## config.mk

```make
export PLATFORM = sky130hd
export DESIGN_NAME = ssm_front
export DESIGN_NICKNAME = d
export VERILOG_FILES = /design/src/hw/rtl/ssm_pkg.sv /design/src/hw/rtl/ssm_front.sv
export SDC_FILE = /design/constraint.sdc
export NUM_CORES = 2
export LEC_CHECK = 0
export BUFFER_PORTS_ARGS = -buffer_cell sky130_fd_sc_hd__buf_2
export CORE_MARGIN = 10
export CORE_UTILIZATION = 42
export CTS_CLUSTER_SIZE = 16
export DETAILED_ROUTE_END_ITERATION = 7
export MAX_ROUTING_LAYER = met4
export SLEW_MARGIN = 25
export SYNTH_ARGS = -nofsm -noshare
export SYNTH_HDL_FRONTEND = slang
export SYNTH_SLANG_ARGS = --single-unit
```

## constraint.sdc

```tcl
create_clock -name clock -period 12.1 [get_ports clock]
set_input_delay 1.21 -clock clock [delete_from_list [all_inputs] [get_ports clock]]
set_output_delay 1.21 -clock clock [all_outputs]
set_load 0.02 [all_outputs]
```

## src/hw/rtl/ssm_pkg.sv

```systemverilog
// Shared constants, types and the log2 fraction table of the segmental SNR meter.
`timescale 1ns / 1ps
package ssm_pkg;

   localparam int MAX_FRAME_LEN     = 4096;
   localparam int LOG_TABLE_ENTRIES = 64;

   localparam int SAMPLE_W    = 16;
   localparam int FRAME_ACC_W = 48;
   localparam int TOTAL_W     = 64;
   localparam int SEG_SUM_W   = 48;
   localparam int TALLY_W     = 32;
   localparam int THRESH_W    = 31;
   localparam int CAP_W       = 15;
   localparam int SNR_W       = 16;
   localparam int CSR_IDX_W   = 1;
   localparam int CSR_DATA_W  = 31;
   localparam int FRAME_CNT_W = $clog2(MAX_FRAME_LEN + 1);
   localparam int LOG_IDX_W   = $clog2(LOG_TABLE_ENTRIES);
   localparam int LOG_FRAC_W  = 16;
   localparam int LOG_EXP_W   = $clog2(TOTAL_W);
   localparam int LOG_W       = LOG_EXP_W + LOG_FRAC_W;
   localparam int DB_MUL_W    = 18;
   localparam int DB_PROD_W   = LOG_W + DB_MUL_W;
   localparam int THR_PROD_W  = THRESH_W + FRAME_CNT_W;
   localparam int DIV_STEPS   = SEG_SUM_W + 1;
   localparam int DIV_CNT_W   = $clog2(DIV_STEPS + 1);
   localparam int FIFO_DEPTH  = 4;
   localparam int FIFO_PTR_W  = $clog2(FIFO_DEPTH);
   localparam int FIFO_CNT_W  = $clog2(FIFO_DEPTH + 1);

   localparam logic [DB_MUL_W-1:0] DB_PER_LOG2_Q16 = 18'd197283;

   localparam logic OP_SAMPLE = 1'b0;
   localparam logic OP_FINISH = 1'b1;

   localparam logic [CSR_IDX_W-1:0] CSR_ENERGY_THRESHOLD = 1'b0;
   localparam logic [CSR_IDX_W-1:0] CSR_LOSSLESS_SNR_CAP = 1'b1;

   localparam logic [THRESH_W-1:0] ENERGY_THRESHOLD_RESET = 31'd50;
   localparam logic [CAP_W-1:0]    LOSSLESS_SNR_CAP_RESET = 15'd16640;

   typedef struct packed {
      logic                   finish;
      logic [FRAME_ACC_W-1:0] signal;
      logic [FRAME_ACC_W-1:0] error;
      logic [FRAME_CNT_W-1:0] count;
   } frame_rec_type;

   typedef enum logic [3:0] {
      B_IDLE,
      B_THRESH,
      B_DECIDE,
      B_LOG_S,
      B_LOG_N,
      B_MUL,
      B_ROUND,
      B_FIN_CHECK,
      B_DIV,
      B_AVG,
      B_OUT
   } back_state_type;

   typedef logic [LOG_FRAC_W-1:0] log_table_type [LOG_TABLE_ENTRIES];

   function automatic log_table_type build_log_table();
      log_table_type      t;
      logic [63:0]        x;
      logic [LOG_FRAC_W-1:0] r;
      for (int i = 0; i < LOG_TABLE_ENTRIES; i++) begin
         x = (64'(LOG_TABLE_ENTRIES + i) << 30) / 64'(LOG_TABLE_ENTRIES);
         r = '0;
         for (int k = 0; k < LOG_FRAC_W; k++) begin
            x = (x * x) >> 30;
            r = {r[LOG_FRAC_W-2:0], 1'b0};
            if (x >= (64'd2 << 30)) begin
               r[0] = 1'b1;
               x = x >> 1;
            end
         end
         t[i] = r;
      end
      return t;
   endfunction

   localparam log_table_type LOG_TABLE = build_log_table();

endpackage

```

## src/hw/rtl/ssm_front.sv

```systemverilog
// Front end: squares each sample pair, accumulates frame energies, emits frame and finish records.
`timescale 1ns / 1ps
module ssm_front
   import ssm_pkg::*;
(
   input  logic                clock,
   input  logic                reset,
   input  logic                req_valid,
   output logic                req_stall,
   input  logic                req_opcode,
   input  logic [SAMPLE_W-1:0] req_clean_sample,
   input  logic [SAMPLE_W-1:0] req_processed_sample,
   input  logic                req_frame_end,
   output logic                push_valid,
   output frame_rec_type       push_rec,
   input  logic                push_ready
);

   logic                   a_valid_ff;
   logic                   a_finish_ff;
   logic                   a_fe_ff;
   logic [30:0]            sq_s_ff;
   logic [31:0]            sq_e_ff;
   logic [FRAME_ACC_W-1:0] s_acc_ff;
   logic [FRAME_ACC_W-1:0] n_acc_ff;
   logic [FRAME_CNT_W-1:0] cnt_ff;

   logic signed [SAMPLE_W:0]     diff;
   logic signed [2*SAMPLE_W-1:0] cc;
   logic signed [2*SAMPLE_W+1:0] dd;
   logic [FRAME_ACC_W-1:0]       s_in;
   logic [FRAME_ACC_W-1:0]       n_in;
   logic [FRAME_CNT_W-1:0]       cnt_in;
   logic                         close;
   logic                         advance;

   assign diff = $signed({req_clean_sample[SAMPLE_W-1], req_clean_sample})
               - $signed({req_processed_sample[SAMPLE_W-1], req_processed_sample});
   assign cc = $signed(req_clean_sample) * $signed(req_clean_sample);
   assign dd = diff * diff;

   assign s_in   = s_acc_ff + FRAME_ACC_W'(sq_s_ff);
   assign n_in   = n_acc_ff + FRAME_ACC_W'(sq_e_ff);
   assign cnt_in = cnt_ff + 1'b1;
   assign close  = !a_finish_ff
                   && (a_fe_ff || cnt_in == FRAME_CNT_W'(MAX_FRAME_LEN));

   assign push_valid      = a_valid_ff && (a_finish_ff || close);
   assign push_rec.finish = a_finish_ff;
   assign push_rec.signal = s_in;
   assign push_rec.error  = n_in;
   assign push_rec.count  = cnt_in;

   assign advance   = a_valid_ff && (!push_valid || push_ready);
   assign req_stall = a_valid_ff && !advance;

   always_ff @(posedge clock) begin
      if (reset) begin
         a_valid_ff <= 1'b0;
      end else if (!req_stall) begin
         a_valid_ff <= req_valid;
      end
      if (!req_stall && req_valid) begin
         a_finish_ff <= (req_opcode == OP_FINISH);
         a_fe_ff     <= req_frame_end;
         sq_s_ff     <= cc[30:0];
         sq_e_ff     <= dd[31:0];
      end
   end

   always_ff @(posedge clock) begin
      if (reset) begin
         s_acc_ff <= '0;
         n_acc_ff <= '0;
         cnt_ff   <= '0;
      end else if (advance && !a_finish_ff) begin
         if (close) begin
            s_acc_ff <= '0;
            n_acc_ff <= '0;
            cnt_ff   <= '0;
         end else begin
            s_acc_ff <= s_in;
            n_acc_ff <= n_in;
            cnt_ff   <= cnt_in;
         end
      end
   end

endmodule

```

==> metrics.log <==
INFO  metric outcome = completed
INFO  metric number_of_antenna_violations_at_the_first_check_in_global_routing = 5
INFO  metric drt_iter0_markers = 1,206
INFO  metric path_max_fanout = 12
INFO  metric start_kind = primary input
INFO  metric fin_crit = 10.08 ns
INFO  metric critPathSlowestCell = fa_1
INFO  metric post_cts_resize_count = 0
INFO  metric crit_path_frequent_cell = fa_1
INFO  metric postSynthNetCount = 3,864
INFO  metric post_synth_inst_count = 3,097
INFO  metric top_level_ports = 150
INFO  metric place_area = 29,800 um^2
INFO  metric cts.hold.buffers_added = 0
INFO  metric synth_warnings = 0
INFO  metric numClockSinks = 173
INFO  metric syn-mean-instance-area = 9.09 um^2
INFO  metric slew_headroom = 26.1%
INFO  metric cts_buffers = 17
INFO  metric worst_hold_path.num_cells = 2
INFO  metric finalSetupViolCount = 0
INFO  metric cp.required = 12.29 ns
INFO  metric multi_input_logic_area = 21,200 um^2
INFO  metric chipHeight = 279 um
INFO  metric clock_tree.buffer_depth = 2
INFO  metric ant_nets = 0
INFO  metric io_buffers = 149
INFO  metric worst_ep_arrival_time = 10.28 ns
INFO  metric rr_worst_depth = 12
INFO  metric finalHoldViolations = 0
INFO  metric synth.ff_latch_count = 173
INFO  metric floorplan.initialDensity = 42.6%
INFO  metric cap_violations = 0
INFO  metric grt_pass1_wl = 116,000 um
INFO  metric global_route.overflow_total = 0
INFO  metric fill_cells = 6,481
INFO  metric drive_above_1_share = 7.48%
INFO  metric totalWireLength = 69,800 um
INFO  metric clock_insertion_delay_worst_skew = 0.46 ns
INFO  metric design.core.area = 66,100 um^2
INFO  metric design.die.area = 77,700 um^2
INFO  metric rsz0062_at_grt = false
INFO  metric post_synth_instance_area = 28,100 um^2
INFO  metric clock-skew-final = 0.0171 ns
INFO  metric detailed_place_hpwl = 57,400 um
INFO  metric place.gp.congestion = 0.897
INFO  metric tns = 0 ns
INFO  metric drt_first_pass_iters = 5
INFO  metric holdCritPathClass = reg2reg
INFO  metric clock-root-buffer = clkbuf_16
INFO  metric synthFlopType = dfxtp_1
INFO  metric vias_per_cell = 5.09
INFO  metric synth_enable_flop_cells = 63
INFO  metric finish.net_count = 3,963
INFO  metric most_frequent_standard_cell_in_the_layout_excluding_fill_and_tap_cells = inv_1
INFO  metric post_cts_buffers = 0
INFO  metric layout.cells.most_common_list = inv_1, fa_1, nand2_1
INFO  metric final-max-slew-violation-count = 0
INFO  metric seq_area = 4090 um^2
INFO  metric timing.critical_path.to_type = flop
INFO  metric seq_area_frac_synth = 14.5%
INFO  metric die-width = 279 um
INFO  metric synthToLayoutAreaGrowth = 8.21%
INFO  metric grt_pass1_vias = 21,700
INFO  metric cpPeakStageDelay = 0.56 ns
INFO  metric grt_total_usage = 19.0%
INFO  metric synth_async_reset_ratio = 0%
INFO  metric floorplan.rows = 94
INFO  metric path_class = in2reg
INFO  metric drt-wirelength-per-cell = 17.1 um
INFO  metric tritoncts = done
INFO  metric worst_setup_hold_path_clk_slew = 0.07 ns
INFO  metric yosysUniqueCellTypes = 80
INFO  metric remaining_drc_errors = 0
INFO  metric worstMarginPinSlew = 1.10 ns
INFO  metric stdcell_area = 30,400 um^2
INFO  metric maximum_number_of_pins_on_one_net_before_global_route_repair = 64
INFO  metric final_min_period_over_clock_period = 83.3%
INFO  metric achievable-frequency = 0.0992 GHz
INFO  metric route.vias.total = 20,800
INFO  metric htree_depth = 4
==> Yosys cell counts, drive strengths merged (14+ instances only) <==
| master | count | area, um^2 |
|---|---|---|
| o21a | 16 | 120 |
| a31oi | 23 | 150 |
| a21o | 61 | 463 |
| ha | 237 | 2970 |
| nand4 | 15 | 93.8 |
| and2 | 65 | 407 |
| nand2b | 18 | 113 |
| clkbuf | 81 | 304 |
| a21oi | 147 | 739 |
| fa | 492 | 9850 |
| edfxtp | 63 | 1890 |
| dfxtp | 110 | 2200 |
| nor2b | 14 | 87.6 |
| nor2 | 213 | 800 |
| o21ai | 84 | 420 |
| inv | 669 | 2510 |
| xor2 | 59 | 517 |
| a22oi | 29 | 218 |
| o31ai | 15 | 113 |
| nand3 | 66 | 330 |
| xnor2 | 138 | 1220 |
| or3 | 17 | 106 |
| nor3 | 25 | 125 |
| a22o | 26 | 228 |
| nand2 | 268 | 1010 |
| and3 | 20 | 126 |
==> per-layer routing <==
metal,GRT usage [%],vias up,wire length (um)
li1,-,10000,-
met1,25.7,10300,33100
met2,30.4,411,32700
met3,2.47,66,3200
met4,3.85,0,926
met5,-,-,0
==> critical path: cells and delay by family <==
kind                     cells  cell delay (ns)
AND/OR/NAND/NOR              3             0.46
AO/OA/AOI/OAI               13             3.13
XOR/XNOR                     3             0.74
buffers and inverters        5             0.95
adder cells (fa/ha/maj)      9             3.76
==> flip-flops by register name, indices dropped and copies added (netlist names) <==
| name | flops |
|---|---|
| cnt_ff | 13 |
| s_acc_ff | 48 |
| a_finish_ff | 1 |
| sq_s_ff | 30 |
| sq_e_ff | 31 |
| a_valid_ff | 1 |
| a_fe_ff | 1 |
| n_acc_ff | 48 |
==> path summary, 6_finish.rpt <==
| kind | slack [ns] | from | endpoint |
|---|---|---|---|
| min reg2reg | 0.46 | n_acc_ff[6] | n_acc_ff[6] |
| max | 2.02 | req_clean_sample[0] | sq_e_ff[31] |
| max reg2reg | 8.20 | sq_e_ff[0] | n_acc_ff[38] |
| min | 0.46 | n_acc_ff[6] | n_acc_ff[6] |
==> kinds of logic (layout without fill, tap and decap cells) <==
kind of cell	count (synthesis)	after routing	synth area share, %
mux	3	3	0.111
simple gates	757	757	12.3
fa+ha+maj	729	729	45.5
other cells	0	6	0
compound gates	477	477	11.1
flops	173	173	14.5
buf+inv	761	873	10.2
xor+xnor	197	197	6.16
==> metrics by stage <==
stage               utilization (%)  instances  worst slack, ns  hold WS, ns
floorplan                         -       3097             2.73        0.436
global placement               45.1       4041             1.78        0.443
detailed placement             45.1       4041             1.58        0.450
CTS                            46.0       4073             2.06        0.461
global route                   46.1       4078             1.45        0.478
finish                         46.1       4079             2.02        0.457
==> cell type report <==
class	count	area share [%]
inverter	672	8.28
multi-input combinational	2163	69.7
tap	864	3.55
timing repair buffer	169	2.94
clock inverter	10	0.279
sequential	173	13.4
clock buffer	22	1.73
antenna	6	0.0493
Power is left out: the tool's default activity adds up to more than one toggle a clock period on the data nets, which glitch-free logic cannot reach.
