### config.mk
export PLATFORM = sky130hd
export DESIGN_NAME = ssm_fifo
export DESIGN_NICKNAME = d
export VERILOG_FILES = /design/src/hw/rtl/ssm_pkg.sv /design/src/hw/rtl/ssm_fifo.sv
export SDC_FILE = /design/constraint.sdc
export NUM_CORES = 1
export LEC_CHECK = 0
export BUFFER_PORTS_ARGS = -buffer_cell sky130_fd_sc_hd__buf_2
export CAP_MARGIN = 20
export CORE_ASPECT_RATIO = 1.25
export CORE_MARGIN = 2
export CORE_UTILIZATION = 30
export CTS_CLUSTER_SIZE = 14
export DETAILED_ROUTE_END_ITERATION = 6
export GPL_ROUTABILITY_DRIVEN = 0
export SYNTH_ARGS = -nofsm -noshare
export SYNTH_HDL_FRONTEND = slang
export SYNTH_SLANG_ARGS = --single-unit
### constraint.sdc
create_clock -name clock -period 4.8 [get_ports clock]
set_clock_uncertainty 0.2 [all_clocks]
set_input_delay 0 -clock clock [delete_from_list [all_inputs] [get_ports clock]]
set_output_delay 0 -clock clock [all_outputs]
set_load 0.02 [all_outputs]
### src/hw/rtl/ssm_pkg.sv
// Shared constants, types and the log2 fraction table of the segmental SNR meter.
`timescale 1ns / 1ps
package ssm_pkg;

   localparam int MAX_FRAME_LEN     = 4096;
   localparam int LOG_TABLE_ENTRIES = 64;

   localparam int SAMPLE_W    = 16;
   localparam int FRAME_ACC_W = 48;
   localparam int TOTAL_W     = 64;
   localparam int SEG_SUM_W   = 48;
   localparam int TALLY_W     = 32;
   localparam int THRESH_W    = 31;
   localparam int CAP_W       = 15;
   localparam int SNR_W       = 16;
   localparam int CSR_IDX_W   = 1;
   localparam int CSR_DATA_W  = 31;
   localparam int FRAME_CNT_W = $clog2(MAX_FRAME_LEN + 1);
   localparam int LOG_IDX_W   = $clog2(LOG_TABLE_ENTRIES);
   localparam int LOG_FRAC_W  = 16;
   localparam int LOG_EXP_W   = $clog2(TOTAL_W);
   localparam int LOG_W       = LOG_EXP_W + LOG_FRAC_W;
   localparam int DB_MUL_W    = 18;
   localparam int DB_PROD_W   = LOG_W + DB_MUL_W;
   localparam int THR_PROD_W  = THRESH_W + FRAME_CNT_W;
   localparam int DIV_STEPS   = SEG_SUM_W + 1;
   localparam int DIV_CNT_W   = $clog2(DIV_STEPS + 1);
   localparam int FIFO_DEPTH  = 4;
   localparam int FIFO_PTR_W  = $clog2(FIFO_DEPTH);
   localparam int FIFO_CNT_W  = $clog2(FIFO_DEPTH + 1);

   localparam logic [DB_MUL_W-1:0] DB_PER_LOG2_Q16 = 18'd197283;

   localparam logic OP_SAMPLE = 1'b0;
   localparam logic OP_FINISH = 1'b1;

   localparam logic [CSR_IDX_W-1:0] CSR_ENERGY_THRESHOLD = 1'b0;
   localparam logic [CSR_IDX_W-1:0] CSR_LOSSLESS_SNR_CAP = 1'b1;

   localparam logic [THRESH_W-1:0] ENERGY_THRESHOLD_RESET = 31'd50;
   localparam logic [CAP_W-1:0]    LOSSLESS_SNR_CAP_RESET = 15'd16640;

   typedef struct packed {
      logic                   finish;
      logic [FRAME_ACC_W-1:0] signal;
      logic [FRAME_ACC_W-1:0] error;
      logic [FRAME_CNT_W-1:0] count;
   } frame_rec_type;

   typedef enum logic [3:0] {
      B_IDLE,
      B_THRESH,
      B_DECIDE,
      B_LOG_S,
      B_LOG_N,
      B_MUL,
      B_ROUND,
      B_FIN_CHECK,
      B_DIV,
      B_AVG,
      B_OUT
   } back_state_type;

   typedef logic [LOG_FRAC_W-1:0] log_table_type [LOG_TABLE_ENTRIES];

   function automatic log_table_type build_log_table();
      log_table_type      t;
      logic [63:0]        x;
      logic [LOG_FRAC_W-1:0] r;
      for (int i = 0; i < LOG_TABLE_ENTRIES; i++) begin
         x = (64'(LOG_TABLE_ENTRIES + i) << 30) / 64'(LOG_TABLE_ENTRIES);
         r = '0;
         for (int k = 0; k < LOG_FRAC_W; k++) begin
            x = (x * x) >> 30;
            r = {r[LOG_FRAC_W-2:0], 1'b0};
            if (x >= (64'd2 << 30)) begin
               r[0] = 1'b1;
               x = x >> 1;
            end
         end
         t[i] = r;
      end
      return t;
   endfunction

   localparam log_table_type LOG_TABLE = build_log_table();

endpackage

### src/hw/rtl/ssm_fifo.sv
// Short record queue between the front end and the back end.
`timescale 1ns / 1ps
module ssm_fifo
   import ssm_pkg::*;
(
   input  logic          clock,
   input  logic          reset,
   input  logic          push_valid,
   input  frame_rec_type push_rec,
   output logic          push_ready,
   output logic          pop_valid,
   output frame_rec_type pop_rec,
   input  logic          pop
);

   frame_rec_type         mem_ff [FIFO_DEPTH];
   logic [FIFO_PTR_W-1:0] wr_ptr_ff;
   logic [FIFO_PTR_W-1:0] rd_ptr_ff;
   logic [FIFO_CNT_W-1:0] count_ff;
   logic                  do_push;
   logic                  do_pop;

   assign push_ready = (count_ff != FIFO_CNT_W'(FIFO_DEPTH));
   assign pop_valid  = (count_ff != '0);
   assign pop_rec    = mem_ff[rd_ptr_ff];
   assign do_push    = push_valid && push_ready;
   assign do_pop     = pop && pop_valid;

   always_ff @(posedge clock) begin
      if (reset) begin
         wr_ptr_ff <= '0;
         rd_ptr_ff <= '0;
         count_ff  <= '0;
      end else begin
         if (do_push) begin
            wr_ptr_ff <= wr_ptr_ff + 1'b1;
         end
         if (do_pop) begin
            rd_ptr_ff <= rd_ptr_ff + 1'b1;
         end
         if (do_push && !do_pop) begin
            count_ff <= count_ff + 1'b1;
         end else if (!do_push && do_pop) begin
            count_ff <= count_ff - 1'b1;
         end
      end
      if (do_push) begin
         mem_ff[wr_ptr_ff] <= push_rec;
      end
   end

endmodule

==> impl_summary.txt <==
----------------------------------------------------
[Clock network]
  CTS sink cnt ... 449
  Clock-pin slew of the registers on the worst-case setup and hold paths ... 60 ps
  Clk Latency, worst-skew pair ... 560 ps
  Clock tree from TritonCTS ... done
  Number of gates resized after CTS ... 0
  CTS hold repair buffers ... 202
  Post-CTS repair timing setup buffer count ... 0
  Clock buffers created by TritonCTS ... 44
  Maximum clock insertion buffer count ... 3
  Level count of the clock H-tree ... 2
  Cell at the root of the clock tree ... sky130_fd_sc_hd__clkbuf_16

[Place]
  Half-perimeter wire length after placement ... 20,200 um
  Cell area after placement ... 18,400 um^2
  Count of buffers from port buffering ... 225
  Post-place setup slack ... 2020 ps
  Number of cells in the design after placement ... 1,566

[Power]
  Part of the power in the clock network ... 29.9%
  Largest voltage drop on the vdd net ... 0.380 mV
  Net load switching power ... 3.20 mW
  Internal cell power ... 7.87 mW
  Ratio of total power to cell area ... 508 nW/um^2
  Comb pwr share ... 25.3%
  Leakage ... 7.34 nW
  Sequential group share of total power ... 44.8%
  Proportion of total power due to net switching ... 28.9%

[Die]
  Core area ... 53,800 um^2
  Die area ... 56,400 um^2
  Row count ... 95
  Die height ... 265 um
  Initial core utilization ... 30.3%
  Top-Level Pins ... 226
  Horizontal die dimension ... 213 um

[Logic synthesis]
  Unique masters post-synth ... 22
  Number of nets produced by synthesis ... 742
  Post-synth top cells ... sky130_fd_sc_hd__edfxtp_1, sky130_fd_sc_hd__mux4_2, sky130_fd_sc_hd__buf_2, sky130_fd_sc_hd__buf_6, sky130_fd_sc_hd__dfxtp_1
  Main synth FF type ... sky130_fd_sc_hd__edfxtp_1
  Sequential element share of the synthesized area ... 82.0%
  Gate count of the mapped netlist ... 622
  Post-Synthesis Cell Area ... 16,300 um^2
  YS warnings ... 0
  Yosys top cell by area ... sky130_fd_sc_hd__edfxtp_1
  Number of enable-type register cells in the synthesized netlist ... 440
  Flip-flop and latch count after synthesis ... 449
  Most frequently used cell type in the post-synthesis netlist ... sky130_fd_sc_hd__edfxtp_1
  Area fraction of the dominant cell type after synthesis ... 80.9%
  Post-synthesis async set-or-reset flop share ... 0%
  Mapped Avg Cell Area ... 26.3 um^2
  Ranking of synthesized cells by area ... sky130_fd_sc_hd__edfxtp_1, sky130_fd_sc_hd__mux4_2, sky130_fd_sc_hd__dfxtp_1

[Route]
  Average routed wire per standard cell ... 18.9 um
  ANT nets after route ... 0
  Total iterations of the first detailed-routing run ... 4
  Routed vias/inst ... 4.37
  DRC violation count after routing ... 0
  Number of vias in the routed layout ... 8,089
  Routed Wire Length ... 35,000 um
  Iteration-0 DRC Markers ... 423

[Critical path]
  Startpoint Class ... register
  Top fanout value on the critical path ... 7
  Endpoint required time on the critical path ... 5110 ps
  Critical Path Sink Type ... register
  Critical Path AT ... 3270 ps
  Critical path class ... reg2reg

[STA]
  Unrepaired setup endpoints after global routing ... false
  Final Critical Period ... 2960 ps
  Finish-stage setup viols ... 0
  Period Utilization, post-route ... 61.7%
  Slack of the critical path ... 1840 ps
  Setup TNS after final layout ... 0 ps
  Headroom to the max-slew limit ... 39.0%
  Maximum clock rate ... 338 MHz
  Worst Tran Pin Value ... 916 ps
  Hold violation total from the final report ... 0
  Final number of max-transition violations ... 0

[Cells and area]
  Post-Layout Cell Count ... 1,853
  Post-Route Utilization ... 40.5%
  Count of filler cells inserted in the layout ... 4,799
  Fin nets ... 1,208
  P&R area growth vs syn ... 33.4%
  Layout cell share with drive strength beyond 1 ... 37.6%
  Post-route standard cell area excluding fillers ... 21,800 um^2

[GRT]
  Number of antenna violations at the first check in global routing ... 4
  First-pass GRT wire length ... 52,700 um
  Largest net degree at the start of global routing ... 82
  Global-route usage over all layers ... 12.5%
  Total overflow reported by the global router ... 0
  Via count of the first global-routing pass ... 8,995

[Outcome]
  Status ... finished, final reports clean

[Min path]
  Hold WC Path Type ... in2reg

[Run]
  MaxCap Viol Count ... 0

----------------------------------------------------
## layer usage
metal | vias to the layer above | wire length, um | track usage [%]
li1 | 3630 | - | -
met1 | 4187 | 14400 | 15.3
met2 | 210 | 17800 | 21.5
met3 | 60 | 1860 | 3.04
met4 | 2 | 961 | 4.37
met5 | - | 13 | 0
## worst paths after layout
kind                                       to    startpoint  depth (start not counted)  slack (ps)
worst max register to register    count_ff[2]   count_ff[0]                          9        1840
worst min-delay path            mem_ff[2][94]  push_rec[94]                          2          10
worst min register to register   rd_ptr_ff[1]  rd_ptr_ff[1]                          2         330
worst max-delay path              count_ff[2]   count_ff[0]                          9        1840
## area by class of cell
type / instances / area, um^2 / area share [%]
sequential: 449 / 13400 / 61.5
timing repair buffer: 445 / 3340 / 15.3
multi-input combinational: 145 / 2760 / 12.6
clock buffer: 55 / 1160 / 5.34
tap: 727 / 910 / 4.17
clock inverter: 26 / 213 / 0.976
inverter: 3 / 11.3 / 0.0516
antenna: 3 / 7.51 / 0.0344
## worst max-delay path: stages (launching register included)
cell and delay [ps]:
sky130_fd_sc_hd__dfxtp_1 440, sky130_fd_sc_hd__nor2_1 110, sky130_fd_sc_hd__a21boi_2 330, sky130_fd_sc_hd__ha_1 250, sky130_fd_sc_hd__inv_1 60, sky130_fd_sc_hd__fa_1 370
sky130_fd_sc_hd__xor2_1 160, sky130_fd_sc_hd__or3_1 310, sky130_fd_sc_hd__a21oi_1 140, sky130_fd_sc_hd__dlygate4sd3_1 550
## cell families after synthesis
logic type / count (synthesis) / synth area share, %
AND/OR/NAND/NOR: 17 / 0.513
buffers and inverters: 28 / 1.23
flip-flops: 449 / 82.0
multiplexers: 113 / 15.4
adder cells (fa/ha/maj): 6 / 0.505
XOR/XNOR: 4 / 0.214
AO/OA/AOI/OAI: 5 / 0.230
## power groups by stage
stage / Clock, mW / Sequential [mW] / Combinational (mW)
floorplan: 0 / 4.94 / 1.95
global placement: 0 / 5.04 / 2.73
detailed placement: 0 / 5.07 / 2.74
CTS: 3.43 / 4.98 / 2.88
global route: 3.57 / 5.02 / 3.00
finish: 3.31 / 4.96 / 2.80
## sequential cells by signal (all words and copies together) (netlist names), named ones only
name	flops
count_ff	3
mem_ff	440
rd_ptr_ff	2
wr_ptr_ff	2
## per-stage QoR
stage / power (mW) / hold slack [ps]
after global placement: 7.77 / 12.7
final: 11.1 / 9.81
after detailed placement: 7.80 / 16.5
after floorplan: 6.90 / -101
after CTS: 11.3 / 0.630
after global routing: 11.6 / 12.9
## placed cells by master (no fill, tap or decap), types with 2 or more instances in the layout
cell / Yosys / routed
sky130_fd_sc_hd__xor2_1: 4 / 4
sky130_fd_sc_hd__or3_1: 2 / 2
sky130_fd_sc_hd__dlygate4sd3_1: 0 / 202
sky130_fd_sc_hd__edfxtp_1: 440 / 440
sky130_fd_sc_hd__inv_1: 3 / 3
sky130_fd_sc_hd__clkinv_2: 0 / 7
sky130_fd_sc_hd__nand2b_1: 2 / 2
sky130_fd_sc_hd__clkinv_1: 0 / 10
sky130_fd_sc_hd__dfxtp_1: 9 / 7
sky130_fd_sc_hd__inv_6: 0 / 3
sky130_fd_sc_hd__diode_2: 0 / 3
sky130_fd_sc_hd__clkbuf_16: 0 / 45
sky130_fd_sc_hd__nor2_1: 8 / 8
sky130_fd_sc_hd__dfxtp_4: 0 / 2
sky130_fd_sc_hd__and2_4: 0 / 4
sky130_fd_sc_hd__buf_4: 0 / 14
sky130_fd_sc_hd__buf_12: 0 / 3
sky130_fd_sc_hd__clkinvlp_4: 0 / 2
sky130_fd_sc_hd__mux4_2: 110 / 110
sky130_fd_sc_hd__ha_1: 5 / 5
sky130_fd_sc_hd__mux2i_1: 2 / 2
sky130_fd_sc_hd__bufinv_16: 0 / 3
sky130_fd_sc_hd__clkbuf_1: 3 / 10
sky130_fd_sc_hd__buf_2: 11 / 225
No activity file was read; power rests on OpenSTA's default activity.
