## config.mk

```make
export PLATFORM = sky130hd
export DESIGN_NAME = ssm_back
export DESIGN_NICKNAME = d
export VERILOG_FILES = /design/src/hw/rtl/ssm_pkg.sv /design/src/hw/rtl/ssm_back.sv
export SDC_FILE = /design/constraint.sdc
export NUM_CORES = 2
export LEC_CHECK = 0
export BUFFER_PORTS_ARGS = -buffer_cell sky130_fd_sc_hd__clkbuf_2
export CORE_MARGIN = 5
export CORE_UTILIZATION = 68
export CTS_CLUSTER_DIAMETER = 80
export CTS_CLUSTER_SIZE = 20
export DETAILED_ROUTE_END_ITERATION = 8
export PLACE_DENSITY = 0.87
export SLEW_MARGIN = 5
export SYNTH_ARGS = -nofsm -noshare
export SYNTH_HDL_FRONTEND = slang
export SYNTH_SLANG_ARGS = --single-unit
export TNS_END_PERCENT = 10
```

## constraint.sdc

```tcl
create_clock -name clock -period 33.1 [get_ports clock]
set_input_delay 4.965 -clock clock [delete_from_list [all_inputs] [get_ports clock]]
set_output_delay 4.965 -clock clock [all_outputs]
set_load 0.1 [all_outputs]
```

## src/hw/rtl/ssm_pkg.sv

```systemverilog
// Shared constants, types and the log2 fraction table of the segmental SNR meter.
`timescale 1ns / 1ps
package ssm_pkg;

   localparam int MAX_FRAME_LEN     = 4096;
   localparam int LOG_TABLE_ENTRIES = 64;

   localparam int SAMPLE_W    = 16;
   localparam int FRAME_ACC_W = 48;
   localparam int TOTAL_W     = 64;
   localparam int SEG_SUM_W   = 48;
   localparam int TALLY_W     = 32;
   localparam int THRESH_W    = 31;
   localparam int CAP_W       = 15;
   localparam int SNR_W       = 16;
   localparam int CSR_IDX_W   = 1;
   localparam int CSR_DATA_W  = 31;
   localparam int FRAME_CNT_W = $clog2(MAX_FRAME_LEN + 1);
   localparam int LOG_IDX_W   = $clog2(LOG_TABLE_ENTRIES);
   localparam int LOG_FRAC_W  = 16;
   localparam int LOG_EXP_W   = $clog2(TOTAL_W);
   localparam int LOG_W       = LOG_EXP_W + LOG_FRAC_W;
   localparam int DB_MUL_W    = 18;
   localparam int DB_PROD_W   = LOG_W + DB_MUL_W;
   localparam int THR_PROD_W  = THRESH_W + FRAME_CNT_W;
   localparam int DIV_STEPS   = SEG_SUM_W + 1;
   localparam int DIV_CNT_W   = $clog2(DIV_STEPS + 1);
   localparam int FIFO_DEPTH  = 4;
   localparam int FIFO_PTR_W  = $clog2(FIFO_DEPTH);
   localparam int FIFO_CNT_W  = $clog2(FIFO_DEPTH + 1);

   localparam logic [DB_MUL_W-1:0] DB_PER_LOG2_Q16 = 18'd197283;

   localparam logic OP_SAMPLE = 1'b0;
   localparam logic OP_FINISH = 1'b1;

   localparam logic [CSR_IDX_W-1:0] CSR_ENERGY_THRESHOLD = 1'b0;
   localparam logic [CSR_IDX_W-1:0] CSR_LOSSLESS_SNR_CAP = 1'b1;

   localparam logic [THRESH_W-1:0] ENERGY_THRESHOLD_RESET = 31'd50;
   localparam logic [CAP_W-1:0]    LOSSLESS_SNR_CAP_RESET = 15'd16640;

   typedef struct packed {
      logic                   finish;
      logic [FRAME_ACC_W-1:0] signal;
      logic [FRAME_ACC_W-1:0] error;
      logic [FRAME_CNT_W-1:0] count;
   } frame_rec_type;

   typedef enum logic [3:0] {
      B_IDLE,
      B_THRESH,
      B_DECIDE,
      B_LOG_S,
      B_LOG_N,
      B_MUL,
      B_ROUND,
      B_FIN_CHECK,
      B_DIV,
      B_AVG,
      B_OUT
   } back_state_type;

   typedef logic [LOG_FRAC_W-1:0] log_table_type [LOG_TABLE_ENTRIES];

   function automatic log_table_type build_log_table();
      log_table_type      t;
      logic [63:0]        x;
      logic [LOG_FRAC_W-1:0] r;
      for (int i = 0; i < LOG_TABLE_ENTRIES; i++) begin
         x = (64'(LOG_TABLE_ENTRIES + i) << 30) / 64'(LOG_TABLE_ENTRIES);
         r = '0;
         for (int k = 0; k < LOG_FRAC_W; k++) begin
            x = (x * x) >> 30;
            r = {r[LOG_FRAC_W-2:0], 1'b0};
            if (x >= (64'd2 << 30)) begin
               r[0] = 1'b1;
               x = x >> 1;
            end
         end
         t[i] = r;
      end
      return t;
   endfunction

   localparam log_table_type LOG_TABLE = build_log_table();

endpackage

```

## src/hw/rtl/ssm_back.sv

```systemverilog
// Back end: frame threshold test, segment SNR, global totals, finish division and result word.
`timescale 1ns / 1ps
module ssm_back
   import ssm_pkg::*;
(
   input  logic                clock,
   input  logic                reset,
   input  logic [THRESH_W-1:0] energy_threshold,
   input  logic [CAP_W-1:0]    lossless_snr_cap,
   input  logic                fifo_valid,
   input  frame_rec_type       fifo_rec,
   output logic                fifo_pop,
   output logic                log_start,
   output logic [TOTAL_W-1:0]  log_value,
   input  logic                log_done,
   input  logic [LOG_W-1:0]    log_result,
   output logic                rsp_valid,
   input  logic                rsp_stall,
   output logic [SNR_W-1:0]    rsp_avg_segment_snr,
   output logic [SNR_W-1:0]    rsp_global_snr,
   output logic [TALLY_W-1:0]  rsp_counted_frames,
   output logic [TALLY_W-1:0]  rsp_total_frames
);

   back_state_type state_ff, state_in;

   logic                   w_finish_ff;
   logic [TOTAL_W-1:0]     w_s_ff;
   logic [TOTAL_W-1:0]     w_n_ff;
   logic [FRAME_CNT_W-1:0] w_cnt_ff;
   logic [THR_PROD_W-1:0]  thr_prod_ff;
   logic [LOG_W-1:0]       log_s_ff;
   logic [LOG_W-1:0]       mag_ff;
   logic                   neg_ff;
   logic [DB_PROD_W-1:0]   mul_ff;
   logic [SNR_W-1:0]       avg_ff;
   logic [SNR_W-1:0]       glob_ff;
   logic [TOTAL_W-1:0]     total_s_ff;
   logic [TOTAL_W-1:0]     total_n_ff;
   logic [SEG_SUM_W-1:0]   seg_sum_ff;
   logic [TALLY_W-1:0]     counted_ff;
   logic [TALLY_W-1:0]     frames_ff;
   logic [DIV_STEPS-1:0]   num_ff;
   logic [TALLY_W-1:0]     rem_ff;
   logic [DIV_CNT_W-1:0]   div_cnt_ff;
   logic                   div_neg_ff;
   logic                   rsp_valid_ff;
   logic [SNR_W-1:0]       rsp_avg_ff;
   logic [SNR_W-1:0]       rsp_glob_ff;
   logic [TALLY_W-1:0]     rsp_counted_ff;
   logic [TALLY_W-1:0]     rsp_frames_ff;

   logic                   rsp_open;
   logic                   above;
   logic signed [LOG_W:0]  log_diff;
   logic [DB_PROD_W:0]     round_sum;
   logic [SNR_W-1:0]       snr_mag;
   logic [SNR_W-1:0]       snr_val;
   logic [SEG_SUM_W-1:0]   seg_mag;
   logic [TALLY_W:0]       rem_t;
   logic                   rem_ge;
   logic [SNR_W-1:0]       avg_sat;

   assign rsp_valid           = rsp_valid_ff;
   assign rsp_avg_segment_snr = rsp_avg_ff;
   assign rsp_global_snr      = rsp_glob_ff;
   assign rsp_counted_frames  = rsp_counted_ff;
   assign rsp_total_frames    = rsp_frames_ff;

   assign rsp_open  = !rsp_valid_ff || !rsp_stall;
   assign above     = w_s_ff > TOTAL_W'(thr_prod_ff);
   assign log_diff  = $signed({1'b0, log_s_ff}) - $signed({1'b0, log_result});
   assign round_sum = (DB_PROD_W + 1)'(mul_ff) + ((DB_PROD_W + 1)'(1) << 24);
   assign snr_mag   = round_sum[25 +: SNR_W];
   assign snr_val   = neg_ff ? (~snr_mag + 1'b1) : snr_mag;
   assign seg_mag   = seg_sum_ff[SEG_SUM_W-1] ? (~seg_sum_ff + 1'b1) : seg_sum_ff;
   assign rem_t     = {rem_ff, num_ff[DIV_STEPS-1]};
   assign rem_ge    = rem_t >= {1'b0, counted_ff};

   always_comb begin
      if (!div_neg_ff) begin
         avg_sat = (num_ff > DIV_STEPS'(32767)) ? 16'sh7fff : num_ff[SNR_W-1:0];
      end else begin
         avg_sat = (num_ff > DIV_STEPS'(32768)) ? 16'sh8000
                                                : (~num_ff[SNR_W-1:0] + 1'b1);
      end
   end

   always_comb begin
      state_in  = state_ff;
      fifo_pop  = 1'b0;
      log_start = 1'b0;
      log_value = w_s_ff;
      unique case (state_ff)
         B_IDLE: begin
            if (fifo_valid) begin
               fifo_pop = 1'b1;
               state_in = fifo_rec.finish ? B_FIN_CHECK : B_THRESH;
            end
         end
         B_THRESH: begin
            state_in = B_DECIDE;
         end
         B_DECIDE: begin
            if (above && w_n_ff != '0) begin
               log_start = 1'b1;
               state_in  = B_LOG_S;
            end else begin
               state_in = B_IDLE;
            end
         end
         B_LOG_S: begin
            if (log_done) begin
               log_start = 1'b1;
               log_value = w_n_ff;
               state_in  = B_LOG_N;
            end
         end
         B_LOG_N: begin
            if (log_done) begin
               state_in = B_MUL;
            end
         end
         B_MUL: begin
            state_in = B_ROUND;
         end
         B_ROUND: begin
            state_in = w_finish_ff ? B_OUT : B_IDLE;
         end
         B_FIN_CHECK: begin
            if (w_s_ff == '0 || w_n_ff == '0) begin
               state_in = B_OUT;
            end else if (counted_ff != '0) begin
               state_in = B_DIV;
            end else begin
               log_start = 1'b1;
               state_in  = B_LOG_S;
            end
         end
         B_DIV: begin
            if (div_cnt_ff == DIV_CNT_W'(DIV_STEPS - 1)) begin
               state_in = B_AVG;
            end
         end
         B_AVG: begin
            log_start = 1'b1;
            state_in  = B_LOG_S;
         end
         B_OUT: begin
            if (rsp_open) begin
               state_in = B_IDLE;
            end
         end
         default: begin
            state_in = B_IDLE;
         end
      endcase
   end

   always_ff @(posedge clock) begin
      if (reset) begin
         state_ff <= B_IDLE;
      end else begin
         state_ff <= state_in;
      end
   end

   always_ff @(posedge clock) begin
      if (reset) begin
         total_s_ff   <= '0;
         total_n_ff   <= '0;
         seg_sum_ff   <= '0;
         counted_ff   <= '0;
         frames_ff    <= '0;
         rsp_valid_ff <= 1'b0;
      end else begin
         if (state_ff == B_OUT && rsp_open) begin
            rsp_valid_ff <= 1'b1;
         end else if (rsp_valid_ff && !rsp_stall) begin
            rsp_valid_ff <= 1'b0;
         end
         case (state_ff)
            B_THRESH: begin
               total_s_ff <= total_s_ff + w_s_ff;
               total_n_ff <= total_n_ff + w_n_ff;
               frames_ff  <= frames_ff + 1'b1;
            end
            B_DECIDE: begin
               if (above) begin
                  counted_ff <= counted_ff + 1'b1;
                  if (w_n_ff == '0) begin
                     seg_sum_ff <= seg_sum_ff + SEG_SUM_W'(lossless_snr_cap);
                  end
               end
            end
            B_ROUND: begin
               if (!w_finish_ff) begin
                  seg_sum_ff <= seg_sum_ff + {{(SEG_SUM_W-SNR_W){snr_val[SNR_W-1]}}, snr_val};
               end
            end
            default: begin
            end
         endcase
      end
   end

   always_ff @(posedge clock) begin
      case (state_ff)
         B_IDLE: begin
            w_finish_ff <= fifo_rec.finish;
            w_cnt_ff    <= fifo_rec.count;
            if (fifo_rec.finish) begin
               w_s_ff <= total_s_ff;
               w_n_ff <= total_n_ff;
            end else begin
               w_s_ff <= TOTAL_W'(fifo_rec.signal);
               w_n_ff <= TOTAL_W'(fifo_rec.error);
            end
         end
         B_THRESH: begin
            thr_prod_ff <= THR_PROD_W'(energy_threshold) * THR_PROD_W'(w_cnt_ff);
         end
         B_LOG_S: begin
            if (log_done) begin
               log_s_ff <= log_result;
            end
         end
         B_LOG_N: begin
            neg_ff <= log_diff[LOG_W];
            mag_ff <= log_diff[LOG_W] ? LOG_W'(-log_diff) : log_diff[LOG_W-1:0];
         end
         B_MUL: begin
            mul_ff <= DB_PROD_W'(mag_ff) * DB_PROD_W'(DB_PER_LOG2_Q16);
         end
         B_ROUND: begin
            glob_ff <= snr_val;
         end
         B_FIN_CHECK: begin
            avg_ff     <= '0;
            glob_ff    <= '0;
            div_neg_ff <= seg_sum_ff[SEG_SUM_W-1];
            num_ff     <= DIV_STEPS'(seg_mag) + DIV_STEPS'(counted_ff >> 1);
            rem_ff     <= '0;
            div_cnt_ff <= '0;
         end
         B_DIV: begin
            rem_ff     <= rem_ge ? TALLY_W'(rem_t - {1'b0, counted_ff}) : rem_t[TALLY_W-1:0];
            num_ff     <= {num_ff[DIV_STEPS-2:0], rem_ge};
            div_cnt_ff <= div_cnt_ff + 1'b1;
         end
         B_AVG: begin
            avg_ff <= avg_sat;
         end
         B_OUT: begin
            if (rsp_open) begin
               rsp_avg_ff     <= avg_ff;
               rsp_glob_ff    <= glob_ff;
               rsp_counted_ff <= counted_ff;
               rsp_frames_ff  <= frames_ff;
            end
         end
         default: begin
         end
      endcase
   end

endmodule

```

==> impl_metrics.toml <==
[outcome]
status = "finished, final reports clean"

[clocking]
cts_resized = 0
cts-root-buf = "clkbuf_16"
cts_htree_levels = 2
insertion_delay_ns = 0.71
path_clk_slew_ns = 0.09
numCtsBuffers = 48
cts_buffer_depth = 3
clock_sinks = 708
cts_setup_buffers = 0
cts_tree = "yes"
postCtsHoldBufs = 0

[yosys]
syn_inst = 6854
syn_area_per_cell_um2 = 9.08
synth-xor-area-share_pct = 6.22
synth_enable_flop_cells = 463
yosys.area_share.simple_pct = 16.3
synth_top_family_by_area = "adder cells"
synthMuxAreaShare_pct = 2.20
ys_types = 89
synthDominantCellAreaShare_pct = 22.3
synth-main-ff-cell = "edfxtp_1"
ys_warn_count = 0
ys_top_cells_by_area = "edfxtp_1, fa_1, ha_1, dfxtp_1, nand2_1"
syn-cell-area_um2 = 62300
yosysTopAreaCell = "edfxtp_1"
synth_compound_area_share_pct = 14.3
synthAdderAreaFrac_pct = 24.6
synth-seq-cells = 708
syn_nets = 8021
async_reset_ff_share_pct = 0
synth-seq-area-share_pct = 30.2

[route]
wl_um = 170000
routed-via-count = 51000
firstDrtPassIters = 5
viasPerCell = 6.20
drc_errors = 0
wire_per_inst_um = 20.6
antenna_left = 0
first_iter_violations = 4986

[setup_path]
arrival_ns = 7.00
rrSetupSlack_ns = 25.75
critPathBufInv = 4
path_max_fanout = 64
crit_top_cell = "clkbuf_2"
max_stage_delay_ns = 0.61
crit_type = "in2out"
endpoint_kind = "primary output"
crit_slowest_cell = "buf_4"
cp_top_family = "buffers and inverters"
worstSetupStartpointType = "input port"
path_cells = "clkbuf_2 > nand3_2 > clkinv_2 > buf_4 > nand2_1 > o21ai_0 > clkbuf_2"
required_ns = 28.13

[timing]
min_period_ns = 11.96
min_period_over_period_pct = 36.1
hold_ws_ns = 0.424
rsz0062_at_grt = "false"
setup_viol = 0
setup_slack_ns = 21.14
finClkSkew_ns = 0.0423
worst_pin_slew_ns = 1.37
slew_viol_final = 0
hold_viol = 0
fmax_ghz = 0.0836
relSlewSlack_pct = 8.98
tns_ns = 0

[placed_design]
hpwlAfterDp_um = 130000
gp_congestion = 0.974
port_buffers = 345
pre_cts_ws_ns = 21.16

[global_routing]
grt_pass1_vias = 50100
antenna_found_initial = 9
grt_overflow = 0
grt_pass1_wl_um = 269000
grt_max_degree = 144
grt.total_usage_pct = 34.0

[floorplan]
io_pins = 346
die_h_um = 313
rows = 111
die_area_um2 = 97700
core_area_um2 = 91200
chipWidth_um = 313
start_util_pct = 68.2

[layout]
fin_util_pct = 72.7
multi_input_area_um2 = 39700
nets = 8163
final-seq-area_um2 = 18800
n_fill_cell = 6634
final_common_cell = "nand2_1"
final_cell_mix = "nand2_1, inv_1, ha_1, a21oi_1, edfxtp_1"
syn_to_final_growth_pct = 6.51
drive_above_1_share_pct = 8.44

[run]
max-cap-violations = 0

[worst_hold_path]
hold_class = "reg2reg"
## area by class of cell
class,instances,share of cell area (%)
inverter,735,4.17
timing repair buffer,374,2.96
clock inverter,21,0.428
multi-input combinational,5129,59.9
clock buffer,69,1.96
antenna,6,0.0226
tap,1186,2.24
sequential,708,28.4
## flip-flops by register name (all words and copies together) (netlist names), 22 cells and up
signal,flops
total_n_ff,64
w_s_ff,64
thr_prod_ff,44
num_ff,49
rsp_counted_frames,32
total_s_ff,64
counted_ff,32
w_n_ff,64
rsp_total_frames,32
seg_sum_ff,48
rem_ff,32
mag_ff,22
frames_ff,32
log_s_ff,22
## synth_stat cells, types with 21 or more instances
master and count:
a21boi_0 21, mux2i_1 28, a211oi_1 47, mux2_2 97, nor4_1 81, or3_1 45, a31oi_1 47, nand4_1 87
clkbuf_1 257, a21o_1 224, and3_1 45, o21bai_1 46, nand2_1 887, inv_1 734, xnor2_1 250, o31ai_1 21
xor2_1 192, fa_1 401, nand2b_1 43, nor3_1 57, o21a_1 43, o211ai_1 29, nand3_1 97, and2_1 246
o21ai_0 269, edfxtp_1 463, a21oi_1 509, nor2_1 453, ha_1 583, dfxtp_1 245, nor2b_1 47
## routing by layer
metal	part of all wire (%)	GRT usage [%]
met3	9.6	7.21
met1	41	46.4
met4	5.0	14.3
met5	0.032	0
met2	44	53.2
## final timing paths
| kind | depth (start not counted) | from | end |
|---|---|---|---|
| max | 7 | log_done | log_value[0] |
| min | 0 | glob_ff[0] | rsp_global_snr[0] |
| max reg2reg | 21 | w_cnt_ff[7] | thr_prod_ff[43] |
| min reg2reg | 0 | glob_ff[0] | rsp_global_snr[0] |
## per-stage QoR
step / area [um^2] / std cells
2_1_floorplan: 62300 / 6854
3_3_place_gp: 64700 / 8132
3_5_place_dp: 64700 / 8132
4_1_cts: 66300 / 8222
5_1_grt: 66300 / 8225
6_report: 66300 / 8228
## worst reg2reg max path, delay by kind of cell (launching register included)
kind	cells	cell delay, ns
buffers and inverters	3	0.16
XOR/XNOR	1	0.09
AND/OR/NAND/NOR	1	0.26
AO/OA/AOI/OAI	10	2.34
adder cells (fa/ha/maj)	6	3.00
flip-flops	1	1.27
## cell families (layout without fill, tap and decap cells)
family,count (synthesis),count (layout)
xor gates and xnor gates,442,442
muxes,125,125
AOI/OAI and AO/OA,1417,1417
and+or+nand+nor,2161,2161
DFF,708,708
adders and majority gates,984,984
other,0,6
buffers and inverters,1017,1199
Power is left out: the tool's default activity adds up to more than one toggle a clock period on the data nets, which glitch-free logic cannot reach.
